### config.mk
export PLATFORM = sky130hd
export DESIGN_NAME = button_click_classifier
export DESIGN_NICKNAME = d
export VERILOG_FILES = /design/src/hw/rtl/bcc_pkg.sv /design/src/hw/rtl/bcc_csr.sv /design/src/hw/rtl/bcc_fsm.sv /design/src/hw/rtl/button_click_classifier.sv
export SDC_FILE = /design/constraint.sdc
export NUM_CORES = 1
export LEC_CHECK = 0
export BUFFER_PORTS_ARGS = -buffer_cell sky130_fd_sc_hd__buf_2
export CORE_ASPECT_RATIO = 0.75
export CORE_MARGIN = 4
export CORE_UTILIZATION = 60
export DETAILED_ROUTE_END_ITERATION = 7
export HOLD_SLACK_MARGIN = 0.15
export PLACE_DENSITY_LB_ADDON = 0.15
export SLEW_MARGIN = 0
export SYNTH_ARGS = -nofsm -noshare
export SYNTH_HDL_FRONTEND = slang
export SYNTH_SLANG_ARGS = --single-unit
### constraint.sdc
create_clock -name clock -period 4.8 [get_ports clock]
set_clock_uncertainty 0.2 [all_clocks]
set_input_delay 0.24 -clock clock [delete_from_list [all_inputs] [get_ports clock]]
set_output_delay 0.24 -clock clock [all_outputs]
set_load 0.02 [all_outputs]
### src/hw/rtl/bcc_pkg.sv
`default_nettype none
// ----------------------------------------------------------------------------
// bcc_pkg: shared types and constants of the button click classifier
// Press states, event codes, register indexes and the channel structs.
// ----------------------------------------------------------------------------
package bcc_pkg;

   localparam int CountWidth    = 16;
   localparam int ThreshWidth   = 16;
   localparam int CmpWidth      = (CountWidth > ThreshWidth) ? CountWidth : ThreshWidth;
   localparam int KeyEventWidth = 3;
   localparam int CsrIndexWidth = 2;

   localparam logic [CountWidth-1:0] CountMax = {CountWidth{1'b1}};

   // item modes
   localparam logic MODE_TICK = 1'b0;
   localparam logic MODE_READ = 1'b1;

   // register indexes
   localparam logic [CsrIndexWidth-1:0] CSR_DEBOUNCE     = 2'd0;
   localparam logic [CsrIndexWidth-1:0] CSR_LONG         = 2'd1;
   localparam logic [CsrIndexWidth-1:0] CSR_SUPER_LONG   = 2'd2;
   localparam logic [CsrIndexWidth-1:0] CSR_DOUBLE_WIN   = 2'd3;

   // register reset values
   localparam logic [ThreshWidth-1:0] DEBOUNCE_RESET    = 16'd20;
   localparam logic [ThreshWidth-1:0] LONG_RESET        = 16'd2000;
   localparam logic [ThreshWidth-1:0] SUPER_LONG_RESET  = 16'd5000;
   localparam logic [ThreshWidth-1:0] DOUBLE_WIN_RESET  = 16'd350;

   typedef enum logic [3:0] {
      ST_WAIT         = 4'd0,
      ST_DEBOUNCE     = 4'd1,
      ST_PRESSED      = 4'd2,
      ST_RELEASED     = 4'd3,
      ST_CHECK_DOUBLE = 4'd4,
      ST_SUPER_LONG   = 4'd5,
      ST_LONG         = 4'd6,
      ST_SHORT        = 4'd7,
      ST_WAIT_RELEASE = 4'd8,
      ST_DOUBLE       = 4'd9
   } press_state_type;

   typedef enum logic [KeyEventWidth-1:0] {
      EV_NONE       = 3'd0,
      EV_PENDING    = 3'd1,
      EV_SHORT      = 3'd2,
      EV_LONG       = 3'd3,
      EV_SUPER_LONG = 3'd4,
      EV_DOUBLE     = 3'd5
   } key_event_type;

   typedef struct packed {
      logic [ThreshWidth-1:0] debounce_ticks;
      logic [ThreshWidth-1:0] long_ticks;
      logic [ThreshWidth-1:0] super_long_ticks;
      logic [ThreshWidth-1:0] double_window_ticks;
   } csr_type;

   typedef struct packed {
      logic valid;
      logic mode;
      logic pressed;
   } step_type;

   typedef struct packed {
      logic          valid;
      key_event_type key_event;
   } result_type;

endpackage
`default_nettype wire

### src/hw/rtl/bcc_csr.sv
`default_nettype none
// ----------------------------------------------------------------------------
// bcc_csr: threshold registers
// Four write-only 16-bit thresholds, loaded on a write enable.
// ----------------------------------------------------------------------------
module bcc_csr (
   input  wire logic                             clock,
   input  wire logic                             reset,
   input  wire logic                             csr_write_enable,
   input  wire logic [bcc_pkg::CsrIndexWidth-1:0] csr_index,
   input  wire logic [bcc_pkg::ThreshWidth-1:0]   csr_write_data,
   output bcc_pkg::csr_type                      csr
);
   import bcc_pkg::*;

   csr_type csr_ff;
   csr_type csr_in;

   always_comb begin
      csr_in = csr_ff;
      if (csr_write_enable) begin
         case (csr_index)
            CSR_DEBOUNCE:   csr_in.debounce_ticks      = csr_write_data;
            CSR_LONG:       csr_in.long_ticks          = csr_write_data;
            CSR_SUPER_LONG: csr_in.super_long_ticks    = csr_write_data;
            CSR_DOUBLE_WIN: csr_in.double_window_ticks = csr_write_data;
            default:        csr_in = csr_ff;
         endcase
      end
   end

   always_ff @(posedge clock) begin
      if (reset) begin
         csr_ff.debounce_ticks      <= DEBOUNCE_RESET;
         csr_ff.long_ticks          <= LONG_RESET;
         csr_ff.super_long_ticks    <= SUPER_LONG_RESET;
         csr_ff.double_window_ticks <= DOUBLE_WIN_RESET;
      end else begin
         csr_ff <= csr_in;
      end
   end

   assign csr = csr_ff;

endmodule
`default_nettype wire

### src/hw/rtl/bcc_fsm.sv
`default_nettype none
// ----------------------------------------------------------------------------
// bcc_fsm: press state machine and tick counter
// Advances one step per tick or read item; reads produce one result.
// ----------------------------------------------------------------------------
module bcc_fsm (
   input  wire logic           clock,
   input  wire logic           reset,
   input  bcc_pkg::csr_type    csr,
   input  bcc_pkg::step_type   step,
   output bcc_pkg::result_type result
);
   import bcc_pkg::*;

   press_state_type         state_ff;
   press_state_type         state_in;
   logic [CountWidth-1:0]   count_ff;
   logic [CountWidth-1:0]   count_in;
   logic [CountWidth-1:0]   count_up;
   logic [CmpWidth-1:0]     count_cmp;
   logic [CmpWidth-1:0]     count_up_cmp;
   logic [CmpWidth-1:0]     debounce_cmp;
   logic [CmpWidth-1:0]     long_cmp;
   logic [CmpWidth-1:0]     super_long_cmp;
   logic [CmpWidth-1:0]     double_win_cmp;

   // saturating increment
   assign count_up = (count_ff == CountMax) ? count_ff : count_ff + CountWidth'(1);

   assign count_cmp      = CmpWidth'(count_ff);
   assign count_up_cmp   = CmpWidth'(count_up);
   assign debounce_cmp   = CmpWidth'(csr.debounce_ticks);
   assign long_cmp       = CmpWidth'(csr.long_ticks);
   assign super_long_cmp = CmpWidth'(csr.super_long_ticks);
   assign double_win_cmp = CmpWidth'(csr.double_window_ticks);

   always_ff @(posedge clock) begin
      if (reset) begin
         state_ff <= ST_WAIT;
         count_ff <= '0;
      end else begin
         state_ff <= state_in;
         count_ff <= count_in;
      end
   end

   always_comb begin
      state_in         = state_ff;
      count_in         = count_ff;
      result.valid     = 1'b0;
      result.key_event = EV_NONE;
      if (step.valid && (step.mode == MODE_READ)) begin
         result.valid = 1'b1;
         case (state_ff)
            ST_PRESSED: begin
               result.key_event = EV_PENDING;
            end
            ST_SUPER_LONG: begin
               result.key_event = EV_SUPER_LONG;
               state_in         = ST_WAIT;
            end
            ST_LONG: begin
               result.key_event = EV_LONG;
               state_in         = ST_WAIT;
            end
            ST_SHORT: begin
               result.key_event = EV_SHORT;
               state_in         = ST_WAIT;
            end
            ST_DOUBLE: begin
               result.key_event = EV_DOUBLE;
               state_in         = ST_WAIT;
            end
            default: begin
               result.key_event = EV_NONE;
            end
         endcase
      end else if (step.valid) begin
         case (state_ff)
            ST_WAIT: begin
               if (step.pressed) begin
                  count_in = '0;
                  state_in = ST_DEBOUNCE;
               end
            end
            ST_DEBOUNCE: begin
               count_in = count_up;
               if (count_up_cmp > debounce_cmp) begin
                  state_in = step.pressed ? ST_PRESSED : ST_WAIT;
               end
            end
            ST_PRESSED: begin
               count_in = count_up;
               if (!step.pressed) begin
                  state_in = ST_RELEASED;
               end
            end
            ST_RELEASED: begin
               if (count_cmp > super_long_cmp) begin
                  state_in = ST_SUPER_LONG;
               end else if (count_cmp > long_cmp) begin
                  state_in = ST_LONG;
               end else begin
                  state_in = ST_CHECK_DOUBLE;
                  count_in = '0;
               end
            end
            ST_CHECK_DOUBLE: begin
               if (!step.pressed) begin
                  count_in = count_up;
                  if (count_up_cmp > double_win_cmp) begin
                     state_in = ST_SHORT;
                  end
               end else begin
                  state_in = ST_WAIT_RELEASE;
                  count_in = '0;
               end
            end
            ST_WAIT_RELEASE: begin
               if (!step.pressed) begin
                  state_in = ST_DOUBLE;
               end
            end
            default: begin
               state_in = state_ff;
            end
         endcase
      end
   end

   // a read of a finished event consumes it
   a_read_consumes: assert property (@(posedge clock) disable iff (reset)
      (step.valid && (step.mode == MODE_READ) &&
       ((state_ff == ST_SUPER_LONG) || (state_ff == ST_LONG) ||
        (state_ff == ST_SHORT) || (state_ff == ST_DOUBLE)))
      |=> (state_ff == ST_WAIT))
      else $error("finished event not consumed by read");

   // a held event ignores ticks
   a_event_held: assert property (@(posedge clock) disable iff (reset)
      (step.valid && (step.mode == MODE_TICK) &&
       ((state_ff == ST_SUPER_LONG) || (state_ff == ST_LONG) ||
        (state_ff == ST_SHORT) || (state_ff == ST_DOUBLE)))
      |=> ($stable(state_ff) && $stable(count_ff)))
      else $error("held event changed by a tick");

   // counter saturates while the key is held
   a_count_saturates: assert property (@(posedge clock) disable iff (reset)
      (step.valid && (step.mode == MODE_TICK) && (state_ff == ST_PRESSED) &&
       (count_ff == CountMax))
      |=> (count_ff == CountMax))
      else $error("tick counter wrapped");

endmodule
`default_nettype wire

### src/hw/rtl/button_click_classifier.sv
`default_nettype none
// ----------------------------------------------------------------------------
// button_click_classifier: debounced short / long / super-long / double click
// Takes tick items (button sample) and read items; a read returns the event.
// ----------------------------------------------------------------------------
// Result path: a read item goes into the input register, then its result into
//   the result register once that slot is free or draining. Tick items give no result.
// Throughput: one item per cycle unless a read waits on a full result slot; the press
//   state and counter update in the single step between input and result registers.
// Reset: synchronous; state goes to waiting-for-press, counter to zero,
//   thresholds to 20 / 2000 / 5000 / 350 ticks.
// ----------------------------------------------------------------------------
module button_click_classifier (
   input  wire logic                                clock,
   input  wire logic                                reset,
   // request channel
   input  wire logic                                req_valid,
   output logic                                     req_ready,
   input  wire logic                                req_mode,
   input  wire logic                                req_button_level,
   // response channel
   output logic                                     rsp_valid,
   input  wire logic                                rsp_ready,
   output logic [bcc_pkg::KeyEventWidth-1:0]        rsp_key_event,
   // threshold registers
   input  wire logic                                csr_write_enable,
   input  wire logic [bcc_pkg::CsrIndexWidth-1:0]   csr_index,
   input  wire logic [bcc_pkg::ThreshWidth-1:0]     csr_write_data
);
   import bcc_pkg::*;

   csr_type       csr;
   step_type      step;
   result_type    result;

   // input register
   logic          in_valid_ff;
   logic          in_valid_in;
   logic          in_mode_ff;
   logic          in_pressed_ff;
   logic          advance;

   // result register
   logic          rsp_valid_ff;
   logic          rsp_valid_in;
   key_event_type rsp_key_event_ff;

   // A tick never needs the result slot; a read needs it free or draining.
   assign advance = in_valid_ff &&
                    ((in_mode_ff == MODE_TICK) || !rsp_valid_ff || rsp_ready);

   assign req_ready   = !in_valid_ff || advance;
   assign in_valid_in = (req_valid && req_ready) ? 1'b1 : (advance ? 1'b0 : in_valid_ff);

   always_ff @(posedge clock) begin
      if (reset) begin
         in_valid_ff <= 1'b0;
      end else begin
         in_valid_ff <= in_valid_in;
      end
   end

   // payload: button is low-active
   always_ff @(posedge clock) begin
      if (req_valid && req_ready) begin
         in_mode_ff    <= req_mode;
         in_pressed_ff <= !req_button_level;
      end
   end

   assign step.valid   = advance;
   assign step.mode    = in_mode_ff;
   assign step.pressed = in_pressed_ff;

   bcc_csr u_csr (
      .clock            (clock),
      .reset            (reset),
      .csr_write_enable (csr_write_enable),
      .csr_index        (csr_index),
      .csr_write_data   (csr_write_data),
      .csr              (csr)
   );

   bcc_fsm u_fsm (
      .clock  (clock),
      .reset  (reset),
      .csr    (csr),
      .step   (step),
      .result (result)
   );

   // result register
   assign rsp_valid_in = result.valid ? 1'b1 : (rsp_ready ? 1'b0 : rsp_valid_ff);

   always_ff @(posedge clock) begin
      if (reset) begin
         rsp_valid_ff <= 1'b0;
      end else begin
         rsp_valid_ff <= rsp_valid_in;
      end
   end

   always_ff @(posedge clock) begin
      if (result.valid) begin
         rsp_key_event_ff <= result.key_event;
      end
   end

   assign rsp_valid     = rsp_valid_ff;
   assign rsp_key_event = rsp_key_event_ff;

   // a stalled item stays in the input register
   a_item_held: assert property (@(posedge clock) disable iff (reset)
      (in_valid_ff && !advance) |=> (in_valid_ff && $stable(in_mode_ff)))
      else $error("stalled item lost from input register");

   // a read is processed only when the result slot can take it
   a_no_overwrite: assert property (@(posedge clock) disable iff (reset)
      result.valid |-> (!rsp_valid_ff || rsp_ready))
      else $error("result overwrites an untaken result");

   // every read processed shows up as a result in the next cycle
   a_read_to_result: assert property (@(posedge clock) disable iff (reset)
      (advance && (in_mode_ff == MODE_READ)) |=> rsp_valid_ff)
      else $error("read item produced no result");

endmodule
`default_nettype wire
Word-level counts from Yosys, hierarchy flattened
Index checks and enable logic that the tools add are counted.

operators by class
  bitwise gates (word level) = 2
  equality and inequality tests = 22
  $lt $le $gt $ge = 4
  add/sub/neg operators = 1
  reduce and logical (&&, ||, !) cells = 24
  multiplexer cells = 25

operator list
  kind                                                                      count
  16-bit 2-to-1 mux                                                         5
  16-bit greater-than comparator                                            4
  16-bit case mux with 4 select lines                                       1
  4-bit 2-to-1 mux                                                          11
  4-bit case mux with 6 select lines                                        1
  16-bit by 1-bit adder with 16-bit output (second input constant)          1
  16-bit == test (second input constant)                                    1
  4-bit by 3-bit == test with 1-bit output (second input constant)          4
  3-bit case mux with 5 select lines                                        1
  3-bit by 2-bit inequality test with 1-bit output (second input constant)  3
  4-bit by 2-bit == test with 1-bit output (second input constant)          2
  4-bit == test (second input constant)                                     2
  2-bit inequality test (second input constant)                             4
  2-bit AND reduction                                                       4
  8-bit AND reduction                                                       1
  7-bit nonzero test                                                        1
  6-bit AND reduction                                                       1
  2-bit nonzero test                                                        3
  2-bit == test (second input constant)                                     2
  4-bit by 1-bit == test with 1-bit output (second input constant)          1
  4-bit logical NOT                                                         1
  1-bit 2-to-1 mux                                                          4
  2-bit 2-to-1 mux                                                          2
  4-bit by 2-bit inequality test with 1-bit output (second input constant)  1
  10 further kinds                                                          17

storage, ports and cells
  output and inout port bits = 5
  bits in registers = 91
  input bits = 25
  word-level logic and storage cells = 89

Depth between registers and ports, before layout
Gate-level depths: netlist (run 1).

  depth in word-level cells = 8
  depth in mapped cells = 16
  mapped depth without buffers = 14

Hierarchy
From an unflattened synthesis (run 1), not the netlist that was laid out.

second synthesis, totals
  cell total of the unflattened synthesis = 704
  area, all modules = 5990.7 um^2

modules (own cells, without submodules)
  module                   times used  cells each  seq. area each (um^2)  area each (um^2)
  bcc_fsm                  1           444         400.4                  3149.3
  bcc_csr                  1           245         1281.2                 2577.5
  button_click_classifier  1           15          190.2                  264.0

Least setup slack after synthesis (run 1)
OpenSTA, ideal clock, no wires.

  kind = flip-flop to flip-flop
  start point = reg u_fsm.count_ff[7] (netlist: u_fsm.count_cmp[7])
  end point = reg u_fsm.state_ff[0]
  buffers on the path = 2
  data required time = 4.508 ns
  arrival = 3.360 ns
  period minus slack after synthesis = 3.652 ns
  setup time = 0.092 ns
  stages on the path, launching flop included = 17
  slack = 1.148 ns
  cells stage by stage = dfxtp_1 -> clkbuf_1 -> and4_1 -> and3_1 -> buf_2 -> nand2_1 -> and3_1 -> nand4_1 -> xnor2_1 -> ha_1 -> nand4_1 -> nor4_1 -> a311oi_2 -> o311a_1 -> a211oi_1 -> or4_4 -> o32ai_1

between the ends
  longest elaborated chain between the ends = 5
  elaborated cells between the ends (all ways) = 13
  classes of those cells = add/sub: 1; order compare: 3; eq/ne: 3; mux: 5; reduce/logical: 1

ends and longest elaborated chain
  item                                                                                             RTL line                      text
  start: declaration                                                                               bcc_fsm.sv:17                 logic [CountWidth-1:0] count_ff;
  start signal: assignment                                                                         bcc_fsm.sv:43                 count_ff <= count_in;
  16-bit by 1-bit adder with 16-bit output, or another cell as far along                           bcc_fsm.sv:28                 assign count_up = (count_ff == CountMax) ? count_ff : count_ff + CountWidth'(1);
  16-bit 2-to-1 mux / 4-bit 2-to-1 mux (equally long branches)                                     bcc_fsm.sv:28, bcc_fsm.sv:99
  16-bit greater-than comparator, or another cell as far along                                     bcc_fsm.sv:111                if (count_up_cmp > double_win_cmp) begin
  4-bit by 2-bit inequality test with 1-bit output (no source line), or another cell as far along  n/a
  8-bit AND reduction (no source line) / 4-bit 2-to-1 mux (equally long branches)                  n/a
  end signal: assignment                                                                           bcc_fsm.sv:42                 state_ff <= state_in;
  end: declaration                                                                                 bcc_fsm.sv:15                 press_state_type state_ff;

Parallel ways exist; a longest one is shown, timed or not. The select of a mux whose other input is x is not followed.
A chain may end at the register's enable or synchronous reset.

Final worst setup path (run 1)
  start point = reg u_fsm.count_ff[3] (netlist: u_fsm.count_cmp[3])
  end point = reg u_fsm.state_ff[2]

between the ends
  longest elaborated chain between the ends = 5
  elaborated cells between the ends (all ways) = 8
  classes of those cells = add/sub: 1; order compare: 2; eq/ne: 3; mux: 1; reduce/logical: 1

ends and longest elaborated chain
  item                                                                                                                                          RTL line
  16-bit by 1-bit adder with 16-bit output / 16-bit == test (equally long branches)                                                             bcc_fsm.sv:28
  16-bit 2-to-1 mux *                                                                                                                           bcc_fsm.sv:28
  16-bit greater-than comparator, on equally long branches                                                                                      bcc_fsm.sv:111, bcc_fsm.sv:88
  4-bit by 2-bit inequality test with 1-bit output (no source line) / 3-bit by 1-bit inequality test with 1-bit output (equally long branches)  n/a
  8-bit AND reduction (no source line) *                                                                                                        n/a

Mark *: on every way between the ends. The rest lies on a longest branch, timed or not.

==> results.cfg, run 1 <==
[status]
status = finished clean

[cells_and_area]
nets = 828
final_common_cell = nand2_1
syn2layout_area_growth_pct = 13.1
drive_gt1_share_pct = 8.76
n_fill_cell = 738
layout_common_cells = nand2_1 (149), dfxtp_1 (86), a21oi_1 (81)
fin_util_pct = 69.4
n_antenna_cell = 0

[worst_setup_path]
crit_start = u_fsm.count_cmp[3]$_SDFFE_PP0P_
timing.rr.start = u_fsm.count_cmp[3]$_SDFFE_PP0P_
endpoint_kind = flop
crit_required_ns = 4.84
r2r_cells = 14
critPathLaunchType = flop
r2r_end = u_fsm.state_ff[2]$_SDFFE_PP0P_
crit_type = flop to flop
worst-r2r-setup-slack_ns = 0.58
arrival_ns = 4.26
crit_fanout = 9
endpoint = u_fsm.state_ff[2]$_SDFFE_PP0P_

[pwr]
p_per_area_mw_per_mm2 = 267
ir_drop_mv = 0.245
leakage_uw = 0.00261

[synth]
syn_area_mm2 = 0.00555
synth_async_sr_flop_share_pct = 0
ys_ff_latch = 91
synth_edf_count = 5
synth_cell_types = 59
syn_inst = 703
synth_nets = 793
syn_avg_cell_area_um2 = 7.89
ys_seq_area_share_pct = 33.7
ys_warn_count = 0
synthFlopType = dfxtp_1

[timing]
min_period_ns = 4.22
rsz0062_at_grt = no
fin_crit_sh_pct = 87.9
hold_violations = 0
finalSetupViolCount = 0
slew_headroom_pct = 26.3
final_max_slew_viol_count = 0
whs_ns = 0.207
final.setup.tns_ns = 0
worstMarginPinSlew_ns = 1.10
fmax_ghz = 0.237

[clock_tree]
post_cts_resized = 0
clk_pin_slew_ns = 0.07
postCtsSetupBuffers = 0
cts.htree.levels = 3
cts_buffer_depth = 2
cts_buffers = 9
clock-sinks = 91
cts_tree = done
worstSkewPairLatency_ns = 0.34
cts_root_buf = clkbuf_16

[route]
dr_wl_met3_um = 1290
drtIter0Drc = 512
post_drt_wl_per_cell_um = 18.6
drt-met1-wl_um = 7760
antenna_left = 0
routed_wl_um = 16200
met2WireLength_um = 6840
firstDrtPassIters = 5
route.detailed.drc = 0
viasPerCell = 5.89
top_layer_used = met5
vias = 5128

[placement]
gp_congestion = 0.929
hpwl_um = 11900
portBuffers = 29

[die]
num_io_pins = 30
die-area_mm2 = 0.0109
die_h_um = 91.3
initial_core_util_pct = 61.3
rows = 30
die_x_um = 119
core-area_mm2 = 0.00905

[grt]
grt_overflow_total = 0
grt_max_degree = 40
grt_pass1_wl_um = 25800
grt_pass1_vias = 4804
grt_use_total_pct = 30.3
grt_antenna_before_repair = 1

[run]
drv_cap = 0

[worst_hold_path]
hp-class = primary input to flop
synthesized netlist by cell type (all sizes together), types with 2 or more instances:
cell type | number | share of area [%]
mux2 | 3 | 0.61
nor2b | 4 | 0.45
xnor2 | 8 | 1.3
nand4 | 16 | 1.8
nor2 | 27 | 1.8
nand2 | 149 | 10
a31oi | 4 | 0.72
nor3 | 9 | 0.81
o211ai | 25 | 3.4
a21oi | 82 | 7.5
a31o | 4 | 0.63
and2 | 7 | 0.79
nand2b | 4 | 0.59
dfxtp | 86 | 31
and4 | 5 | 0.79
ha | 65 | 15
a21o | 2 | 0.27
edfxtp | 5 | 2.7
mux2i | 8 | 1.4
a2111o | 2 | 0.41
o21ai | 13 | 1.2
or4 | 3 | 0.54
buf | 9 | 0.95
or3b | 2 | 0.32
o32ai | 3 | 0.47
or2 | 2 | 0.23
nor3b | 6 | 0.81
a211oi | 3 | 0.41
and3 | 5 | 0.56
nand3 | 16 | 1.5
o32a | 2 | 0.36
nor4 | 5 | 0.56
a32o | 5 | 0.90
a221o | 2 | 0.36
clkbuf | 23 | 1.6
xor2 | 3 | 0.47
a22oi | 2 | 0.27
inv | 74 | 5.0
per-layer routing:
metal / vias to the layer above / global-route usage (%)
met4: 2 / 8.29
met3: 24 / 7.78
met2: 210 / 44.3
met5: - / 0
met1: 2379 / 44.0
li1: 2513 / -
where the power goes:
| group | internal (uW) | leakage, uW | total (uW) | switching, uW |
|---|---|---|---|---|
| Sequential | 785 | 0.000747 | 799 | 13.8 |
| Clock | 385 | 0.000141 | 698 | 312 |
| Combinational | 65.8 | 0.00172 | 181 | 115 |
sequential cells by signal (all words and copies together), names as in the netlist:
signal	cells
in_mode_ff	1
in_pressed_ff	1
in_valid_ff	1
rsp_key_event	3
rsp_valid	1
u_csr.csr	64
u_fsm.count_cmp	16
u_fsm.state_ff	4
layout make-up:
| type | count | area, um2 | area share (%) |
|---|---|---|---|
| sequential | 91 | 1870 | 29.8 |
| clock inverter | 5 | 42.5 | 0.678 |
| clock buffer | 10 | 250 | 3.99 |
| timing repair buffer | 56 | 408 | 6.50 |
| multi-input combinational | 506 | 3270 | 52.0 |
| tap | 128 | 160 | 2.55 |
| inverter | 74 | 278 | 4.42 |
cell families (layout without fill, tap and decap cells):
family,count (synthesis),in the layout,synth area share (%)
adder cells (fa/ha/maj),65,65,14.7
AO/OA/AOI/OAI,159,159,18.6
buffers and inverters,106,145,7.51
XOR/XNOR,11,11,1.74
multiplexers,11,11,2.05
AND/OR/NAND/NOR,260,260,21.7
flip-flops,91,91,33.7
metrics by stage:
step           std cells  area, um2  setup WS, ns  power (uW)
2_1_floorplan        703       5550          1.15         918
3_3_place_gp         831       5740         0.823         970
3_5_place_dp         831       5740         0.692         975
4_1_cts              870       6280         0.655        1680
5_1_grt              870       6280         0.305        1740
6_report             870       6280         0.582        1680
timing repair:
item                                   in CTS  in global routing
hold buffers                               24                  0
endpoints found under the hold margin      70                  0
setup endpoints to repair                   0                  0
worst max-delay path: stages (launching register included):
cell and delay, ns:
dfxtp_1 0.51, and4_1 0.34, and3_1 0.34, nand2_1 0.24, and3_1 0.31, nand4_1 0.12, xnor2_1 0.19, ha_1 0.32
nand4_1 0.14, nor4_1 0.10, a311oi_2 0.23, o311a_1 0.21, a211oi_1 0.07, or4_4 0.53, o32ai_1 0.29
how the worst min path moves through the flow:
stage | start | endpoint | slack (ns) | cells after the start
floorplan | req_mode | in_mode_ff$_DFFE_PP_ | 0.14 | 0
global route | reset | u_fsm.count_cmp[2]$_SDFFE_PP0P_ | 0.21 | 2
CTS | reset | u_fsm.count_cmp[2]$_SDFFE_PP0P_ | 0.19 | 2
finish | reset | u_fsm.count_cmp[2]$_SDFFE_PP0P_ | 0.21 | 2
global placement | req_mode | in_mode_ff$_DFFE_PP_ | 0.22 | 1
detailed placement | req_mode | in_mode_ff$_DFFE_PP_ | 0.24 | 1
Power figures use the tool's default switching activity.
==> run 2: changes to the inputs <==
- CORE_UTILIZATION: 60 -> 30
- RECOVER_POWER: not set -> 100
==> run 2 against run 1 <==
Critical path depth is the same. Critical path type unchanged. Combinational power barely moved. Non-clock buffer count unchanged. The flow now finishes with violations (max-capacitance violations, max-slew violations). Die area is 91% higher. First-iteration DRC count is 30% lower.
==> results.cfg, run 2 (synthesis gave the netlist of run 1 again) <==
[clock_tree]
post_cts_resized = 0
clk_pin_slew_ns = 0.07
cts_buffers = 9
cts_buffer_depth = 2
cts_root_buf = clkbuf_16
cts_tree = done
worstSkewPairLatency_ns = 0.36
cts.htree.levels = 3
clock-sinks = 91

[cells_and_area]
seqCellArea_mm2 = 0.00187
final_common_cell = nand2_1
drive_gt1_share_pct = 7.00
fin_area_mm2 = 0.00636
syn2layout_area_growth_pct = 14.7
layout_common_cells = nand2_1 (149), dfxtp_1 (86), a21oi_1 (81)
fin_util_pct = 35.5
n_antenna_cell = 0
largest_reg_flops = 64
nets = 828
n_fill_cell = 1925
stdcell_count = 985
multiInputGateArea_mm2 = 0.00325

[worst_setup_path]
max_stage_delay_ns = 0.57
crit_fanout = 9
crit_type = flop to flop
endpoint_kind = flop
r2r_end = u_fsm.state_ff[0]$_SDFFE_PP0P_
crit_chain = and4_1, and3_1, nand2_1, and3_1, nand4_1, xnor2_1, ha_1, nand4_1, nor4_1, a311oi_2, o311a_1, a211oi_1, or4_1, o32ai_1
arrival_ns = 4.33
cp_num_buf_inv = 0
slowest_stage = or4_1
crit_required_ns = 4.86
worst-r2r-setup-slack_ns = 0.53
cp_top_family = simple AND/OR/NAND/NOR gates
timing.rr.start = u_fsm.count_cmp[3]$_SDFFE_PP0P_
r2r_cells = 14
critPathLaunchType = flop

[timing]
slew_headroom_pct = -48.3
fmax_ghz = 0.234
final_max_slew_viol_count = 47
worstMarginPinSlew_ns = 2.22
fin_crit_sh_pct = 88.9
final.setup.tns_ns = 0
finalSetupViolCount = 0
min_period_ns = 4.27
hold_violations = 0
rsz0062_at_grt = no

[route]
post_drt_wl_per_cell_um = 17.5
vias = 5039
drtIter0Drc = 356
antenna_left = 0
viasPerCell = 5.12
firstDrtPassIters = 5
routed_wl_um = 17300
route.detailed.drc = 0

[grt]
grt_max_degree = 47
grt_pass1_vias = 4894
grt_use_total_pct = 17.1
grt_antenna_before_repair = 0
grt_overflow_total = 0
grt_pass1_wl_um = 27400

[pwr]
p_per_area_mw_per_mm2 = 260
leakage_uw = 0.00258
finalPower_uw = 1660
ir_drop_mv = 0.167

[placement]
post-place-cells = 945
dpl-instance-area_mm2 = 0.00589
portBuffers = 29
hpwl_um = 12900
gp_congestion = 0.889

[die]
num_io_pins = 30
die_x_um = 165
rows = 42
die_h_um = 126
die-area_mm2 = 0.0208
core-area_mm2 = 0.0179
initial_core_util_pct = 31.0

[worst_hold_path]
holdCritStartpoint = csr_index[0]
hp-class = primary input to flop
hold_depth = 4
holdPathEnd = u_csr.csr[61]$_SDFFE_PP0P_

[status]
violations = max-capacitance violations, max-slew violations
status = finished with violations

[run]
drv_cap = 1
[run 2: layout make-up]
class	instances	area share [%]
sequential	91	29.4
clock inverter	6	0.649
timing repair buffer	56	6.21
inverter	74	4.36
tap	242	4.76
clock buffer	10	3.60
multi-input combinational	506	51.0
[run 2: metrics by stage]
stage / hold slack [ns] / setup slack [ns]
after floorplan: 0.139 / 1.15
after global placement: 0.216 / 0.815
after detailed placement: 0.219 / 0.680
after CTS: 0.176 / 0.632
after global routing: 0.208 / 0.175
final: 0.187 / 0.531
[run 2: worst max-delay path by stage]
stage,startpoint,to,slack [ns],cells past startpoint
final,u_fsm.count_cmp[3]$_SDFFE_PP0P_,u_fsm.state_ff[0]$_SDFFE_PP0P_,0.53,14
after global routing,u_fsm.count_cmp[3]$_SDFFE_PP0P_,u_fsm.state_ff[0]$_SDFFE_PP0P_,0.17,14
after CTS,u_fsm.count_cmp[3]$_SDFFE_PP0P_,u_fsm.state_ff[0]$_SDFFE_PP0P_,0.63,14
after detailed placement,u_fsm.count_cmp[3]$_SDFFE_PP0P_,u_fsm.state_ff[2]$_SDFFE_PP0P_,0.68,14
after global placement,u_fsm.count_cmp[3]$_SDFFE_PP0P_,u_fsm.state_ff[0]$_SDFFE_PP0P_,0.82,14
after floorplan,u_fsm.count_cmp[7]$_SDFFE_PP0P_,u_fsm.state_ff[0]$_SDFFE_PP0P_,1.15,16
[run 2: worst min-delay path: stages]
cell	delay [ns]
buf_2	0.16
nor3b_4	0.15
nand2_1	0.10
a21oi_1	0.05
[run 2: repair_timing]
item / in CTS / in global routing
hold buffers: 24 / 0
setup buffers: 0 / 0
endpoints found under the hold margin: 70 / 0
[run 2: where the power goes]
| group | internal, uW | total [uW] | switching, uW |
|---|---|---|---|
| sequential | 785 | 798 | 12.7 |
| clock | 352 | 678 | 326 |
| combinational | 64.4 | 181 | 117 |
[run 2: per-layer routing]
metal  track usage [%]  part of all wire, %  routed length [um]
met5                 0                    0                   0
met3              4.15                  4.5                 780
met1              24.6                   52                8940
met2              25.0                   42                7210
met4              5.18                  2.0                 338
